--- config.mk ---
export PLATFORM = sky130hd
export DESIGN_NAME = json_object_framer_top
export DESIGN_NICKNAME = d
export VERILOG_FILES = /design/src/rtl/core/jof_pkg.sv /design/src/rtl/core/json_object_framer_top.sv
export SDC_FILE = /design/constraint.sdc
export NUM_CORES = 1
export LEC_CHECK = 0
export BUFFER_PORTS_ARGS = -buffer_cell sky130_fd_sc_hd__buf_2
export CORE_AREA = 2 2 131 133
export CTS_BUF_LIST = sky130_fd_sc_hd__clkbuf_2 sky130_fd_sc_hd__clkbuf_4 sky130_fd_sc_hd__clkbuf_8
export CTS_CLUSTER_DIAMETER = 200
export CTS_CLUSTER_SIZE = 25
export DETAILED_ROUTE_END_ITERATION = 16
export DIE_AREA = 0 0 133 135
export PLACE_DENSITY = 0.55
export SETUP_SLACK_MARGIN = 0.2
export SYNTH_ARGS = -nofsm -noshare
export SYNTH_HDL_FRONTEND = slang
export SYNTH_SLANG_ARGS = --single-unit
--- constraint.sdc ---
create_clock -name clock -period 5.4 [get_ports clock]
set_input_delay 0.27 -clock clock [delete_from_list [all_inputs] [get_ports clock]]
set_output_delay 0.27 -clock clock [all_outputs]
set_load 0.02 [all_outputs]
--- src/rtl/core/jof_pkg.sv ---
// ----------------------------------------------------------------------------
// jof_pkg
// Shared constants and types for the JSON object framer.
// ----------------------------------------------------------------------------
package jof_pkg;

   localparam int DEPTH_BITS = 16;
   localparam int LEN_BITS   = 21;

   localparam logic [DEPTH_BITS-1:0] DEPTH_MAX = {DEPTH_BITS{1'b1}};
   localparam logic [LEN_BITS-1:0]   LEN_MAX   = {LEN_BITS{1'b1}};
   localparam logic [LEN_BITS-1:0]   LEN_RESET = LEN_BITS'(1024 * 1024);

   localparam logic [7:0] CH_OPEN   = 8'h7B;
   localparam logic [7:0] CH_CLOSE  = 8'h7D;
   localparam logic [7:0] CH_BSLASH = 8'h5C;
   localparam logic [7:0] CH_QUOTE  = 8'h22;

   // Sideband flags of one result, packed highest bit first.
   typedef struct packed {
      logic object_keep;
      logic object_end;
      logic object_start;
      logic byte_valid;
   } rsp_flags_type;

endpackage

--- src/rtl/core/json_object_framer_top.sv ---
// ----------------------------------------------------------------------------
// json_object_framer_top
// Frames top-level JSON objects in a raw byte stream by brace depth.
// ----------------------------------------------------------------------------
// The block takes one byte per clock and shows its result in the cycle after the
// transaction that carried the byte; the scanner state (depth, string and
// escape flags, length counter) is updated in the same cycle as the byte is
// taken, so bytes may arrive back to back. A single output register holds a
// result; a new byte is taken while that register is empty or being emptied.
// Bytes outside an object and bytes of a dropped object produce no result,
// except the closing brace of a dropped object, which still flags the end.
// The maximum object length may only be written while the block is idle.
module json_object_framer_top (
   input  logic        clock,
   input  logic        reset,
   // Input stream.
   input  logic        req_tvalid,
   output logic        req_tready,
   input  logic [7:0]  req_tdata,    // [7:0] data_byte
   // Result stream.
   output logic        rsp_tvalid,
   input  logic        rsp_tready,
   output logic [7:0]  rsp_tdata,    // [7:0] out_byte
   output logic [3:0]  rsp_tuser,    // [0] byte_valid, [1] object_start,
                                     // [2] object_end, [3] object_keep
   // Configuration.
   input  logic        csr_wr_en,
   input  logic [jof_pkg::LEN_BITS-1:0] csr_wr_data  // max_record_len
);
   import jof_pkg::*;

   logic [LEN_BITS-1:0]   max_len_ff;
   logic [DEPTH_BITS-1:0] depth_ff, depth_in;
   logic                  in_str_ff, in_str_in;
   logic                  esc_ff, esc_in;
   logic                  drop_ff, drop_in;
   logic [LEN_BITS-1:0]   len_ff, len_in;

   logic                  rsp_valid_ff, rsp_valid_in;
   logic [7:0]            rsp_byte_ff, rsp_byte_in;
   rsp_flags_type         rsp_flags_ff, rsp_flags_in;

   logic                  accept;
   logic                  emit;
   logic                  byte_ok;
   logic                  drop_nx;
   logic                  obj_end;
   logic [DEPTH_BITS-1:0] depth_dec;
   logic [7:0]            b;

   assign b          = req_tdata;
   assign req_tready = !rsp_valid_ff || rsp_tready;
   assign accept     = req_tvalid && req_tready;
   assign depth_dec  = depth_ff - DEPTH_BITS'(1);

   always_comb begin
      depth_in     = depth_ff;
      in_str_in    = in_str_ff;
      esc_in       = esc_ff;
      drop_in      = drop_ff;
      len_in       = len_ff;
      emit         = 1'b0;
      byte_ok      = !drop_ff;
      drop_nx      = drop_ff;
      obj_end      = 1'b0;
      rsp_byte_in  = rsp_byte_ff;
      rsp_flags_in = rsp_flags_ff;

      if (accept) begin
         if (depth_ff == '0) begin
            if (b == CH_OPEN) begin
               depth_in     = DEPTH_BITS'(1);
               len_in       = LEN_BITS'(1);
               drop_in      = 1'b0;
               emit         = 1'b1;
               rsp_byte_in  = b;
               rsp_flags_in = '{object_keep: 1'b0, object_end: 1'b0,
                                object_start: 1'b1, byte_valid: 1'b1};
            end
         end else begin
            // The length test uses the count before this byte is added.
            if (byte_ok) begin
               if (len_ff >= max_len_ff) begin
                  drop_nx = 1'b1;
               end
               if (len_ff != LEN_MAX) begin
                  len_in = len_ff + LEN_BITS'(1);
               end
            end

            priority if (in_str_ff) begin
               priority if (esc_ff) begin
                  esc_in = 1'b0;
               end else if (b == CH_BSLASH) begin
                  esc_in = 1'b1;
               end else if (b == CH_QUOTE) begin
                  in_str_in = 1'b0;
               end else begin
                  in_str_in = in_str_ff;
               end
            end else if (b == CH_QUOTE) begin
               in_str_in = 1'b1;
            end else if (b == CH_OPEN) begin
               if (depth_ff != DEPTH_MAX) begin
                  depth_in = depth_ff + DEPTH_BITS'(1);
               end
            end else if (b == CH_CLOSE) begin
               depth_in = depth_dec;
               obj_end  = (depth_dec == '0);
            end else begin
               depth_in = depth_ff;
            end

            drop_in = drop_nx;
            if (obj_end) begin
               len_in       = '0;
               in_str_in    = 1'b0;
               esc_in       = 1'b0;
               drop_in      = 1'b0;
               emit         = 1'b1;
               rsp_byte_in  = byte_ok ? b : 8'h00;
               rsp_flags_in = '{object_keep: !drop_nx, object_end: 1'b1,
                                object_start: 1'b0, byte_valid: byte_ok};
            end else if (byte_ok) begin
               emit         = 1'b1;
               rsp_byte_in  = b;
               rsp_flags_in = '{object_keep: 1'b0, object_end: 1'b0,
                                object_start: 1'b0, byte_valid: 1'b1};
            end
         end
      end

      if (emit) begin
         rsp_valid_in = 1'b1;
      end else if (rsp_tready) begin
         rsp_valid_in = 1'b0;
      end else begin
         rsp_valid_in = rsp_valid_ff;
      end
   end

   always_ff @(posedge clock) begin
      if (reset) begin
         max_len_ff   <= LEN_RESET;
         depth_ff     <= '0;
         in_str_ff    <= 1'b0;
         esc_ff       <= 1'b0;
         drop_ff      <= 1'b0;
         len_ff       <= '0;
         rsp_valid_ff <= 1'b0;
      end else begin
         if (csr_wr_en) begin
            max_len_ff <= csr_wr_data;
         end
         depth_ff     <= depth_in;
         in_str_ff    <= in_str_in;
         esc_ff       <= esc_in;
         drop_ff      <= drop_in;
         len_ff       <= len_in;
         rsp_valid_ff <= rsp_valid_in;
      end
   end

   always_ff @(posedge clock) begin
      if (emit) begin
         rsp_byte_ff  <= rsp_byte_in;
         rsp_flags_ff <= rsp_flags_in;
      end
   end

   assign rsp_tvalid = rsp_valid_ff;
   assign rsp_tdata  = rsp_byte_ff;
   assign rsp_tuser  = rsp_flags_ff;

`ifndef SYNTHESIS
   a_start_not_end: assert property (@(posedge clock) disable iff (reset)
      rsp_valid_ff |-> !(rsp_flags_ff.object_start && rsp_flags_ff.object_end))
      else $error("object start and end flagged on one transaction");

   a_keep_needs_end: assert property (@(posedge clock) disable iff (reset)
      (rsp_valid_ff && rsp_flags_ff.object_keep) |-> rsp_flags_ff.object_end)
      else $error("object_keep set without object_end");

   a_start_is_brace: assert property (@(posedge clock) disable iff (reset)
      (rsp_valid_ff && rsp_flags_ff.object_start) |->
         (rsp_byte_ff == CH_OPEN && depth_ff != '0))
      else $error("object start on a byte other than an opening brace");

   a_idle_skip: assert property (@(posedge clock) disable iff (reset)
      (accept && depth_ff == '0 && b != CH_OPEN) |-> (!emit ##1 depth_ff == '0))
      else $error("byte outside an object changed the scanner");

   a_end_clears: assert property (@(posedge clock) disable iff (reset)
      (accept && obj_end) |=> (len_ff == '0 && !drop_ff && !in_str_ff))
      else $error("object end did not clear the scanner state");
`endif

endmodule
==> impl_summary.md <==
STA
For the pin with the worst max-slew slack, the measured transition is about 1.1 ns. The summed negative setup slack over all endpoints is 0 ns. Setup repair after global routing left no endpoint under its margin. The headroom to the max-slew limit is roughly 25%.

The final setup violation count is 0. The max-slew violation count is 0. On the final layout, the worst clock skew is 0.0134 ns. The number of hold violations in the final report is 0. Dividing the final minimum period by the clock period gives 68.9%. Final hold analysis gives a worst-case slack of 0.118 ns. The worst path in the final design needs a cycle of 3.72 ns, including I/O delays and setup. Timing would allow up to 269 MHz.

Clock tree
The number of CTS-inserted buffers is 9. At the later pin of the worst-skew pair, clock insertion delay measures 0.38 ns. The maximum level of the CTS H-tree is 3. The number of clock sinks seen by CTS is 74. The cts-stage hold buffer count is 0.

CTS placed an instance of clkbuf_8 at the clock tree root. TritonCTS built the clock tree. The setup fix buffers added after clock tree synthesis is 0. The number of instances resized during post-cts repair is 0. Clock-pin slew was measured on the worst setup and hold paths at 0.07 ns.

The longest clock path from root to sink contains 2 buffers.

Global routing
After global routing the overflow that remains totals 0. The number of antenna violations at the first check in global routing is 0. The maximum number of pins on one net before global-route repair is 49. The global-route total usage across every layer is 13.2%. The wire length of the first global-routing pass is 19100 um.

The number of global-route vias before repair is 3794.

Drt
After detailed routing, no signal wire sits above met4. The remaining number of nets flagged by the antenna check after routing is 0. For this run, design rule violations remaining after detail routing come to 0. The iteration count of the initial detailed-routing pass is 4.

After detailed routing, the wire length on met1 is ~5200 um. The number of violations reported at the end of detailed-routing iteration 0 is 278. The met3 wirelength from detailed routing is 340 um.

The overall routed net length is 11500 um. Dividing the detail-routed wire length by the instance count gives 14.4 um. After detailed routing, the number of vias per cell comes to 4.97. After detailed routing, the met2 layer carries between 5000 and 6000 um of wire.

The routed layout has about 4000 vias.

Power and ir drop
The total power per unit cell area is 219 mW/mm2. The analysis attributes to cell leakage a power of 0.00210 uW. Across the VDD grid, the largest voltage drop is between 0.09 and 0.1 mV.

Floorplan
The core box area is approximately 0.016 mm2. The floorplan row count is 47. The total die area is 0.0180 mm2. Once the floorplan was initialized, standard cells occupied 27.7% of the core. The I/O pin count is 48.

In this run the vertical extent of the chip is 135 um. From left edge to right edge, the die measures between 100 and 150 um.

Placement
The count of buffers added on input and output ports is 47. The half-perimeter wire length after detailed placement is ~8600 um. The global placer's final weighted congestion is 0.887.

Critical path
For this run, the slowest stage of the critical path takes just over 0.9 ns. The startpoint identified for the worst register-to-register timing path is depth_ff[0]. The logic depth of the worst path, buffers included is 9. The slowest stage of the critical path belongs to the cell a21oi_1. The critical path goes through inv_1, ha_1, o21ba_2, o21ai_0, a311oi_1, nand4_1, nor3_2, nor2_1, a21oi_1. The critical path data arrival time is 3.71 ns.

The end of the worst register-to-register path is rsp_tuser[0]. The end point of the critical path is rsp_tuser[0]. The family with the most delay on the worst path is compound AO/OA/AOI/OAI gates. At the worst endpoint, the required time is 5.39 ns. The highest fanout seen on the critical path is 14. The number of buffers and inverters on the critical path is 1. Measured in cells, the most critical reg-to-reg path has a length of 9.

The worst setup path is captured at a flip-flop. Setup slack on the worst reg-to-reg path comes out at about 1.7 ns. The kind of critical path is reg -> reg. The startpoint of the worst setup timing path is depth_ff[0]. The nature of the critical path startpoint is a flip-flop.

Yosys
Counting flops with a built-in enable in the synthesized netlist gives 12. The top flip-flop cell by instance count after synthesis is dfxtp_1. The average instance in the mapped netlist occupies 8.43 um2. The cell count after synthesis is 539. Yosys printed 0 warnings. The number of unique standard cell types used by synthesis is approximately 70. Sequential cells were found to cover 35.3% of the synthesized design area. The synthesized netlist occupies a cell area of about 0.0045 mm2. The flop and latch count out of synthesis is 74. Of all flip-flops after synthesis, the portion carrying an async set or reset was 0%. Counting every net in the synthesized netlist gives 598.

Cells and area
Fill cells in the final layout number around 1700. The number of antenna diodes in the final layout is 0. Relative to the synthesized area, the layout overhead comes to 14.1%. The proportion of layout cells with a drive suffix above 1 is 15.8%.

The net count of the finished layout is 635.

Hold path
The kind of path behind the tightest hold check is in -> reg.

Run status
The run finished with clean final reports.

Run
Across the run, the number of max-cap violations was 0.
per-layer routing:
metal | up-vias | track usage (%)
met4 | 0 | 6.39
li1 | 2021 | -
met5 | - | 0
met3 | 20 | 2.74
met1 | 1874 | 15.8
met2 | 68 | 22.8
cell usage in the layout (no fill, tap or decap), drive strengths merged, types with 3 or more instances in the layout:
master | netlist | final
buf | 9 | 50
nand3 | 26 | 26
xnor2 | 4 | 4
o21bai | 3 | 3
o31ai | 9 | 9
o21ai | 33 | 33
nand4 | 10 | 10
nor2b | 4 | 4
dfxtp | 62 | 62
a21oi | 20 | 20
a211oi | 7 | 7
nor4b | 4 | 4
nor4 | 6 | 6
nand2 | 39 | 39
nor2 | 74 | 74
or4 | 4 | 4
ha | 25 | 25
a21o | 8 | 8
mux2i | 20 | 20
or3 | 3 | 3
inv | 34 | 35
or2 | 3 | 3
edfxtp | 12 | 12
o211ai | 3 | 3
a31oi | 7 | 7
xor2 | 3 | 3
nand2b | 15 | 15
and2 | 7 | 7
nor3 | 18 | 18
and3 | 15 | 15
a311oi | 10 | 10
clkbuf | 15 | 10
worst min-delay path by stage:
stage / from / to / slack [ns] / cells past startpoint
2_1_floorplan: csr_wr_data[20] / max_len_ff[20] / 0.40 / 2
3_3_place_gp: esc_ff / esc_ff / 0.44 / 2
3_5_place_dp: esc_ff / esc_ff / 0.45 / 2
4_1_cts: req_tdata[7] / rsp_tdata[7] / 0.10 / 1
5_1_grt: req_tdata[7] / rsp_tdata[7] / 0.11 / 1
6_report: req_tdata[7] / rsp_tdata[7] / 0.12 / 1
layout make-up:
cell class / instances / area, um2 / area share [%]
sequential: 74 / 1600 / 30.9
clock buffer: 10 / 131 / 2.53
clock inverter: 6 / 90.1 / 1.74
multi-input combinational: 407 / 2700 / 52.1
tap: 220 / 275 / 5.31
timing repair buffer: 50 / 258 / 4.97
inverter: 34 / 128 / 2.46
cell families (layout without fill, tap and decap cells):
group | count (synthesis) | in the layout | synth area share [%]
adder cells (fa/ha/maj) | 25 | 25 | 6.89
XOR/XNOR | 7 | 7 | 1.76
AO/OA/AOI/OAI | 118 | 118 | 17.7
flip-flops | 74 | 74 | 35.3
buffers and inverters | 58 | 100 | 5.29
multiplexers | 20 | 20 | 4.41
AND/OR/NAND/NOR | 237 | 237 | 28.7
synthesized netlist by cell type (all sizes together), types with 6 or more instances:
cell type  instances  area, um2
and2               7       43.8
mux2i             20        200
dfxtp             62       1240
buf                9       56.3
nand2b            15       93.8
edfxtp            12        360
a311oi            10       87.6
nor3              18        116
and3              15       93.8
inv               34        128
a21o               8       60.1
a31oi              7       43.8
o31ai              9       72.6
nand2             39        154
a211oi             7       52.6
nor4               6       95.1
nor2              74        280
a21oi             20        100
clkbuf            15       56.3
o21ai             33        169
nand4             10       62.6
ha                25        313
nand3             26        130
where the power goes:
group / leakage [uW] / switching (uW) / internal [uW]
clock: 0.000110 / 222 / 267
sequential: 0.000611 / 5.09 / 569
combinational: 0.00138 / 41.0 / 30.7
through the flow:
stage	total power [uW]	worst slack [ns]	instance area [um2]	instances	utilization, %
2_1_floorplan	632	2.12	4540	539	-
3_3_place_gp	657	1.84	4960	785	30.3
3_5_place_dp	659	1.65	4960	785	30.3
4_1_cts	1150	1.63	5180	801	31.6
5_1_grt	1180	1.27	5180	801	31.6
6_report	1130	1.68	5180	801	31.6
sequential cells by signal, summed over array words and instances (netlist names):
signal / flops
max_len_ff: 21
rsp_tuser: 4
in_str_ff: 1
esc_ff: 1
depth_ff: 16
drop_ff: 1
len_ff: 21
rsp_tdata: 8
rsp_tvalid: 1
worst register-to-register path, cell delays in order (launching register included):
cell,delay [ns]
dfxtp_1,0.61
inv_1,0.13
ha_1,0.34
o21ba_2,0.28
o21ai_0,0.10
a311oi_1,0.32
nand4_1,0.27
nor3_2,0.28
nor2_1,0.11
a21oi_1,0.91
Power figures use the tool's default switching activity.
